<file path="config.mk">
export PLATFORM = sky130hd
export DESIGN_NAME = bgr_ctrl
export DESIGN_NICKNAME = d
export VERILOG_FILES = /design/src/hw/rtl/bgr_pkg.sv /design/src/hw/rtl/bgr_ctrl.sv
export SDC_FILE = /design/constraint.sdc
export NUM_CORES = 1
export LEC_CHECK = 0
export BUFFER_PORTS_ARGS = -buffer_cell sky130_fd_sc_hd__clkbuf_2
export CAP_MARGIN = 20
export CORE_AREA = 4 4 41 43
export DETAILED_ROUTE_END_ITERATION = 8
export DIE_AREA = 0 0 45 47
export SLEW_MARGIN = 15
export SYNTH_ARGS = -nofsm -noshare
export SYNTH_HDL_FRONTEND = slang
export SYNTH_SLANG_ARGS = --single-unit
</file>
<file path="constraint.sdc">
create_clock -name i_clk -period 1.2 [get_ports i_clk]
set_clock_uncertainty 0.2 [all_clocks]
set_input_delay 0.06 -clock i_clk [delete_from_list [all_inputs] [get_ports i_clk]]
set_output_delay 0.06 -clock i_clk [all_outputs]
set_load 0.03 [all_outputs]
</file>
<file path="src/hw/rtl/bgr_pkg.sv">
package bgr_pkg;

    localparam int IDX_W      = 6;
    localparam int VAL_W      = 32;
    localparam int CFG_IDX_W  = 3;
    localparam int CFG_DATA_W = 32;
    localparam int CNT_W      = 3;

    localparam int DEF_AXIS_A_BITS = 4;
    localparam int DEF_AXIS_B_BITS = 6;
    localparam int DEF_AXIS_C_BITS = 4;

    localparam logic [VAL_W-1:0] VAL_MAX = 32'h7FFF_FFFF;
    localparam logic [VAL_W-1:0] VAL_MIN = 32'h8000_0000;

    localparam logic [CFG_IDX_W-1:0] CFG_AGG_MODE      = 3'd0;
    localparam logic [CFG_IDX_W-1:0] CFG_BIN_AXIS      = 3'd1;
    localparam logic [CFG_IDX_W-1:0] CFG_WRAP_MODE     = 3'd2;
    localparam logic [CFG_IDX_W-1:0] CFG_BIN_WIDTH     = 3'd3;
    localparam logic [CFG_IDX_W-1:0] CFG_MISSING_VALUE = 3'd4;

    localparam logic [1:0] AGG_SUM = 2'd0;
    localparam logic [1:0] AGG_MAX = 2'd1;
    localparam logic [1:0] AGG_MIN = 2'd2;

    localparam logic [1:0] AXIS_A    = 2'd0;
    localparam logic [1:0] AXIS_B    = 2'd1;
    localparam logic [1:0] AXIS_C    = 2'd2;
    localparam logic [1:0] AXIS_NONE = 2'd3;

    localparam logic OP_ACC  = 1'b0;
    localparam logic OP_READ = 1'b1;

    localparam logic [IDX_W-1:0] WIDTH_ONE = 6'd1;

    typedef enum logic [2:0] {
        S_CLEAR,
        S_IDLE,
        S_DIV,
        S_ADDR,
        S_RMW
    } t_state;

    typedef struct packed {
        logic clr_wr;
        logic load;
        logic mem_rd;
        logic mem_wr;
    } t_ctrl_cmd;

    typedef struct packed {
        logic need_div;
        logic div_done;
        logic clr_done;
    } t_dp_status;

endpackage

</file>
<file path="src/hw/rtl/bgr_ctrl.sv">
module bgr_ctrl
    import bgr_pkg::*;
(
    input  logic       i_clk,
    input  logic       i_rst_n,
    input  logic       i_start,
    input  t_dp_status i_status,
    output t_ctrl_cmd  o_cmd,
    output logic       o_busy
);

    t_state r_state, n_state;

    always_ff @(posedge i_clk) begin
        if (!i_rst_n) begin
            r_state <= S_CLEAR;
        end else begin
            r_state <= n_state;
        end
    end

    always_comb begin
        n_state = r_state;
        case (r_state)
            S_CLEAR: begin
                if (i_status.clr_done) begin
                    n_state = S_IDLE;
                end
            end
            S_IDLE: begin
                if (i_start) begin
                    n_state = i_status.need_div ? S_DIV : S_ADDR;
                end
            end
            S_DIV: begin
                if (i_status.div_done) begin
                    n_state = S_ADDR;
                end
            end
            S_ADDR:  n_state = S_RMW;
            S_RMW:   n_state = S_IDLE;
            default: n_state = S_CLEAR;
        endcase
    end

    always_comb begin
        o_cmd  = '0;
        o_busy = 1'b1;
        case (r_state)
            S_CLEAR: o_cmd.clr_wr = 1'b1;
            S_IDLE: begin
                o_busy     = 1'b0;
                o_cmd.load = i_start;
            end
            S_ADDR:  o_cmd.mem_rd = 1'b1;
            S_RMW:   o_cmd.mem_wr = 1'b1;
            default: ;
        endcase
    end

`ifndef ASSERT_OFF
    a_rmw_after_addr: assert property (@(posedge i_clk) disable iff (!i_rst_n)
        (r_state == S_RMW) |-> ($past(r_state) == S_ADDR))
        else $error("read-modify-write without address cycle");

    a_div_done_in_div: assert property (@(posedge i_clk) disable iff (!i_rst_n)
        i_status.div_done |-> (r_state == S_DIV))
        else $error("divider finished outside divide state");

    a_clear_complete: assert property (@(posedge i_clk) disable iff (!i_rst_n)
        ((r_state == S_IDLE) && ($past(r_state) == S_CLEAR)) |-> $past(i_status.clr_done))
        else $error("left clearing pass early");

    a_no_mem_when_idle: assert property (@(posedge i_clk) disable iff (!i_rst_n)
        !o_busy |-> (!o_cmd.mem_rd && !o_cmd.mem_wr && !o_cmd.clr_wr))
        else $error("memory access while idle");
`endif

endmodule

</file>
# After elaboration in Yosys (flattened, before gate mapping)

Index checks and enable logic that the tools add are counted.

Logic and storage cells: 20
Output and inout port bits: 5
Bits of input ports: 6
Register bits: 3

Reduce and logical (&&, ||, !) cells: 2
Multiplexer cells: 10
Equal/unequal tests: 7

Operator list:

| cell               | number |
|---|---|
| $pmux 3 s5         | 1 |
| $mux 3             | 3 |
| $eq 3x2->1 const B | 2 |
| $mux 1             | 6 |
| $ne 2x2->1 const B | 3 |
| $eq 3x1->1 const B | 1 |
| $eq 3x3->1 const B | 1 |
| $logic_not 3->1    | 1 |
| $reduce_and 3->1   | 1 |

# Logic depth before layout (Yosys ltp)

Gate-level depths: netlist of run 1.

Depth in word-level cells: 3
Depth in mapped cells: 3
Gate-level depth less buffers: 3

# Worst setup path before layout of run 1

OpenSTA, ideal clock, no wires.

Path type: register -> output
Start: register r_state[1]
End: output o_cmd[2] in the netlist's numbering
Required time: 0.940 ns
Arrival time: 1.298 ns
Buffers on the path: 0
Slack: -0.358 ns
Cell stages (with the launch flop): 4
Path through: dfxtp_1 -> nand2b_1 -> or2_1 -> nor2_1

RTL lines:

| what                   | line           | source |
|---|---|---|
| from (decl)            | bgr_ctrl.sv:12 | `t_state r_state, n_state;` |
| from (signal assigned) | bgr_ctrl.sv:18 | `r_state <= n_state;` |
| to (decl)              | bgr_ctrl.sv:8  | `output t_ctrl_cmd o_cmd,` |

==> impl_results.md, run 1 <==
- DR vias: 207
- Critical path peak fanout: 3
- Critical Path RT: 0.94 ns
- Synth Instances: 20
- CTS tree: built
- Clk buf depth: 2
- Critical path arrival: 1.15 ns
- First-pass GRT wire length: 828 um
- Pleak: 0.000196 uW
- Commonest non-fill, non-tap cell in the layout: clkbuf_2
- Hold Fails Final Rpt: 0
- Clock period minus final worst setup slack: 1.41 ns
- Drt wl/cell: 8.96 um
- Clock Latency Late Sink: 0.23 ns
- # DRC: 0
- Core Footprint: 1300 um^2
- Biggest regs: r_state x3
- Initial Utilization: 0.123
- Largest net degree at the start of global routing: 5
- Routed Antenna Nets: 0
- Post-DP HPWL: 370 um
- I/O pin cnt: 11
- Diodes inserted: 0
- Layout Cells excl Fill: 56
- Filler cells: 152
- Max Clock Freq: 0.708 GHz
- RSZ-0062 raised after global routing: yes
- Die Y: 47 um
- Biggest register: r_state
- Vias in the first global route: 206
- Drt first-iter violations: 0
- Final worst setup slack: -0.213 ns
- Final setup viols: 7
- Worst setup SP type: register
- Aggregate global routing overflow: 0
- Post-synthesis cell type count: 14
- CTS H-tree depth: 1
- Max reg flops: 3
- Yosys warns: 0
- Synth-to-Final Area Change: 157%
- Die footprint: 2120 um^2
- Via density: 3.70
- Max Cap Violations: 0
- Clk root buf: clkbuf_4
- Routed WL: 502 um
- Syn Nets: 26
- FP Rows: 13
- Post-synthesis sequential area ratio: 0.375
- Die Wd: 45 um
- Crit Path Class: register to output port
- Run status: finished, violations left
- Post-DP Area: 273 um^2
- Maximum vdd drop: 0.573 mV
- Clk sinks: 3
- CTS Buf Count: 3
- CP Capture Type: output port
- Router iterations before antenna repair: 1
- Share of cells above drive strength 1: 0.683
- Synth Register Bits: 3
- Worst Setup SP: r_state[1]$_SDFFE_PN0P_
- Period Utilization, post-route: 1.18
- IO buf count: 10
- Failing checks: setup timing
- Worst Hold Class: input port to register
- Worst min-delay path startpoint: i_status[2]
- Clock transition time at the flip-flop clock pins of the worst setup and hold paths: 0.04 ns
- Max Slew Vio Count: 0
- RR Startpoint: r_state[1]$_SDFFE_PN0P_
- Cell Area, Synth: 160 um^2
- Most frequent cells in the layout: clkbuf_2, clkbuf_4, buf_4
- Nets: 48
- GPL Wtd Cong: 0.663
- Cells after DPL: 49
- Reg2reg setup slack: -0.14 ns
- Final Cell Area: 412 um^2
- Post-Syn Area per Cell: 8.01 um^2
- Worst-Margin Slew: 0.185 ns
- Initial antenna violation count: 0
- PD cells: 1080 nW/um^2
- Relative slew slack: 0.877
- Global Route Usage Sum: 0.0600
cells by family (layout without fill, tap and decap cells):
kind of cell,Yosys count,after routing,synth area share
AO/OA/AOI/OAI,4,4,0.156
buffers and inverters,1,22,0.0234
flip-flops,3,3,0.375
multiplexers,1,1,0.0625
AND/OR/NAND/NOR,11,11,0.383
layer usage:
layer / up-vias / part of all wire / GRT usage
met5: - / 0 / 0
met4: 0 / 0 / 0.0526
met3: 0 / 0.12 / 0.0345
met2: 9 / 0.49 / 0.0819
met1: 88 / 0.39 / 0.0659
li1: 110 / - / -
area by class of cell:
class                   instances  area (um^2)  share of cell area
multi-input cells              16          145               0.353
flip-flops and latches          3         65.1               0.158
repair buffers                 17          153               0.371
well taps                      15         18.8              0.0456
clock buffers                   4         26.3              0.0638
inverters                       1         3.75             0.00912
per-stage QoR:
| stage | setup slack, ns | power, uW | TNS, ns | utilization | hold WS [ns] |
|---|---|---|---|---|---|
| 6_report | -0.213 | 445 | -0.856 | 0.316 | 0.00900 |
| 5_1_grt | -0.266 | 491 | -1.25 | 0.316 | 0.0241 |
| 4_1_cts | -0.235 | 450 | -0.906 | 0.305 | 0.0122 |
| 3_5_place_dp | -0.0735 | 218 | -0.113 | 0.210 | 0.105 |
| 3_3_place_gp | -0.0712 | 217 | -0.0924 | 0.210 | 0.101 |
| 2_1_floorplan | -0.140 | 175 | -0.387 | - | -0.0183 |
worst paths after layout:
kind	endpoint	cells after the start
max reg2reg	r_state[0]$_SDFFE_PN0P_	4
max	o_cmd[2]	4
min reg2reg	r_state[0]$_SDFFE_PN0P_	3
min	r_state[0]$_SDFFE_PN0P_	3
report_power, final:
| group | total (uW) | internal [uW] | switching (uW) |
|---|---|---|---|
| clock | 172 | 124 | 47.9 |
| sequential | 115 | 107 | 7.59 |
| combinational | 158 | 85.3 | 72.8 |
Yosys cell counts, drive strengths merged:
master | n | area [um^2]
nand2 | 1 | 3.75
o311a | 1 | 10.0
nor2 | 3 | 11.3
or2 | 1 | 6.26
and3b | 1 | 8.76
nor3 | 1 | 5.00
mux2i | 1 | 10.0
o21ai | 2 | 10.0
inv | 1 | 3.75
dfxtp | 3 | 60.1
a21oi | 1 | 5.00
nor3b | 1 | 7.51
nand2b | 2 | 12.5
and2 | 1 | 6.26
timing repair:
action,4_1_cts,5_1_grt
resized for setup,18,5
endpoints found under the setup margin,6,7
buffers inserted,2,0
pin swaps,3,2
hold buffers,1,0
endpoints found under the hold margin,3,0
critical path, stage by stage, from the launching register on:
cell      delay, ns
dfxtp_4        0.34
nand2b_4       0.14
or2_4          0.24
nor2_4         0.09
buf_8          0.12
(Power assumes the default switching activity.)
==> inputs of run 2 (changes only) <==
Settings changed: SKIP_CTS_REPAIR_TIMING set to 1.
==> run 2 against run 1 <==
Against the previous run: the run still ends with setup timing left; setup slack better by 0.011 ns; first-iteration DRC count is 1 higher; global-route usage is 0.95 points lower; clock power hardly changed; design area is 7.3% lower; critical path depth stayed put; final cell count is 1.8% lower; clock-buffer cell count stayed put; hold slack worse by 0.0026 ns; sequential share of layout area is 1.2 points higher; critical endpoint unchanged.
==> impl_results.md, run 2 (synthesis results as in run 1) <==
- Run status: finished, violations left (unchanged)
- Failing checks: setup timing (unchanged)
- Die Y: 47 um (unchanged)
- Hold Fails Final Rpt: 0 (unchanged)
- Crit Path Class: register to output port (unchanged)
- I/O pin cnt: 11 (unchanged)
- Die Wd: 45 um (unchanged)
- Reg2reg setup slack: -0.13 ns (was -0.14 ns)
- DR vias: 202 (was 207)
- Hold endpoint: r_state[0]$_SDFFE_PN0P_ (unchanged)
- IO buf count: 10 (unchanged)
- Critical path arrival: 1.14 ns (was 1.15 ns)
- RR Startpoint: r_state[1]$_SDFFE_PN0P_ (unchanged)
- CTS tree: built (unchanged)
- Via density: 3.67 (was 3.70)
- First-pass GRT wire length: 683 um (was 828 um)
- Max Slew Vio Count: 0 (unchanged)
- Global Route Usage Sum: 0.0505 (was 0.0600)
- GPL Wtd Cong: 0.663 (unchanged)
- Max Clock Freq: 0.714 GHz (was 0.708 GHz)
- Most frequent cells in the layout: clkbuf_2, buf_4, buf_6 (was clkbuf_2, clkbuf_4, buf_4)
- Drt first-iter violations: 1 (was 0)
- DP Worst Slack: -0.0735 ns (unchanged)
- Top Family by Delay on Critical Path: simple AND/OR/NAND/NOR gates (unchanged)
- Synth-to-Final Area Change: 138% (was 157%)
- Post-DP HPWL: 370 um (unchanged)
- GR Layer Usage met1: 0.0544 (was 0.0659)
- Relative slew slack: 0.877 (about the same)
- CTS H-tree depth: 1 (unchanged)
- Setup TNS: -0.753 ns (was -0.856 ns)
- Maximum vdd drop: 0.568 mV (was 0.573 mV)
- Period Utilization, post-route: 1.17 (was 1.18)
- # DRC: 0 (unchanged)
- Clk root buf: clkbuf_4 (unchanged)
- Initial antenna violation count: 0 (unchanged)
- Nets: 47 (was 48)
- Cells after DPL: 49 (unchanged)
- Biggest register: r_state (unchanged)
- Slowest CP cell: dfxtp_4 (unchanged)
- CP bufs+invs: 1 (unchanged)
- Final worst setup slack: -0.201 ns (was -0.213 ns)
- Drt wl/cell: 8.65 um (was 8.96 um)
- RSZ-0062 raised after global routing: yes (unchanged)
- Final Cell Area: 382 um^2 (was 412 um^2)
- Critical Path RT: 0.94 ns (about the same)
- Max Cap Violations: 0 (unchanged)
- GR Layer Usage met3: 0.0421 (was 0.0345)
- Post-DP Area: 273 um^2 (unchanged)
- Critical path peak fanout: 3 (unchanged)
- Layout Cells excl Fill: 55 (was 56)
- Worst setup SP type: register (unchanged)
- GR Util met2: 0.0565 (was 0.0819)
- FP Rows: 13 (unchanged)
- Final setup viols: 6 (was 7)
- Worst Hold Class: input port to register (unchanged)
- Clk buf depth: 2 (unchanged)
- CP max stage delay: 0.33 ns (was 0.34 ns)
- CTS Buf Count: 3 (unchanged)
- Max reg flops: 3 (unchanged)
- PD cells: 1130 nW/um^2 (was 1080 nW/um^2)
- Crit path cell chain: nand2b_4, or2_4, nor2_4, buf_6 (was nand2b_4, or2_4, nor2_4, buf_8)
- Router iterations before antenna repair: 3 (was 1)
- Core Footprint: 1300 um^2 (unchanged)
- Biggest regs: r_state x3 (unchanged)
- Worst-Margin Slew: 0.185 ns (about the same)
- CP Capture Type: output port (unchanged)
- Aggregate global routing overflow: 0 (unchanged)
- Clk sinks: 3 (unchanged)
- Clock transition time at the flip-flop clock pins of the worst setup and hold paths: 0.04 ns (about the same)
- Final Power: 432 uW (was 445 uW)
- Largest net degree at the start of global routing: 7 (was 5)
- Clock Latency Late Sink: 0.23 ns (about the same)
- Routed WL: 476 um (was 502 um)
- Routed Antenna Nets: 0 (unchanged)
- Diodes inserted: 0 (unchanged)
- Worst min-delay path startpoint: i_status[2] (unchanged)
- Hold Crit Depth: 3 (unchanged)
- Register-to-Register Path Depth: 4 (unchanged)
- Clock period minus final worst setup slack: 1.40 ns (was 1.41 ns)
- FF-to-FF End: r_state[0]$_SDFFE_PN0P_ (unchanged)
- GRT busiest layer: met2 (unchanged)
- Initial Utilization: 0.123 (unchanged)
- Vias in the first global route: 174 (was 206)
- Share of cells above drive strength 1: 0.675 (was 0.683)
- Pleak: 0.000184 uW (was 0.000196 uW)
- Die footprint: 2120 um^2 (unchanged)
-- run 2: cell count changes in the layout (fill, tap and decap cells not counted), sizes merged --
cell,change
buf,+2
clkbuf,-3
-- run 2: power by group --
part | leakage [uW] | switching (uW) | internal [uW]
Sequential | 0.0000256 | 6.97 | 107
Clock | 0.0000150 | 49.9 | 124
Combinational | 0.000143 | 70.2 | 72.9
Total | 0.000184 | 127 | 305
-- run 2: worst max path at each step --
stage	start	end	slack [ns]	depth (start not counted)
after CTS	r_state[1]$_SDFFE_PN0P_	o_cmd[2]	-0.33	4
after global routing	r_state[1]$_SDFFE_PN0P_	o_cmd[2]	-0.26	4
after detailed placement	r_state[1]$_SDFFE_PN0P_	o_cmd[2]	-0.07	4
final	r_state[1]$_SDFFE_PN0P_	o_cmd[2]	-0.20	4
after global placement	r_state[1]$_SDFFE_PN0P_	o_cmd[2]	-0.07	4
after floorplan	r_state[1]$_SDFFE_PN0P_	o_cmd[2]	-0.14	3
-- run 2: layer usage --
metal | vias up | wire length (um)
met5 | - | 0
met4 | 0 | 0
met3 | 0 | 68
met2 | 9 | 221
met1 | 84 | 186
li1 | 109 | -
-- run 2: layout make-up --
type	count	area (um^2)
clock buffers	4	26.3
well taps	15	18.8
fillers	154	920
inverters	1	3.75
repair buffers	16	123
multi-input cells	16	145
flip-flops and latches	3	65.1
-- run 2: worst register-to-register path: stages (launching register included) --
cell	delay [ns]
dfxtp_4	0.34
buf_4	0.13
mux2i_1	0.18
nor2_1	0.05
o311a_1	0.32
-- run 2: stage by stage --
stage / hold WS [ns] / util
after floorplan: -0.0183 / -
after global placement: 0.101 / 0.210
after detailed placement: 0.105 / 0.210
after CTS: -0.138 / 0.230
after global routing: 0.0241 / 0.293
final: 0.00642 / 0.293
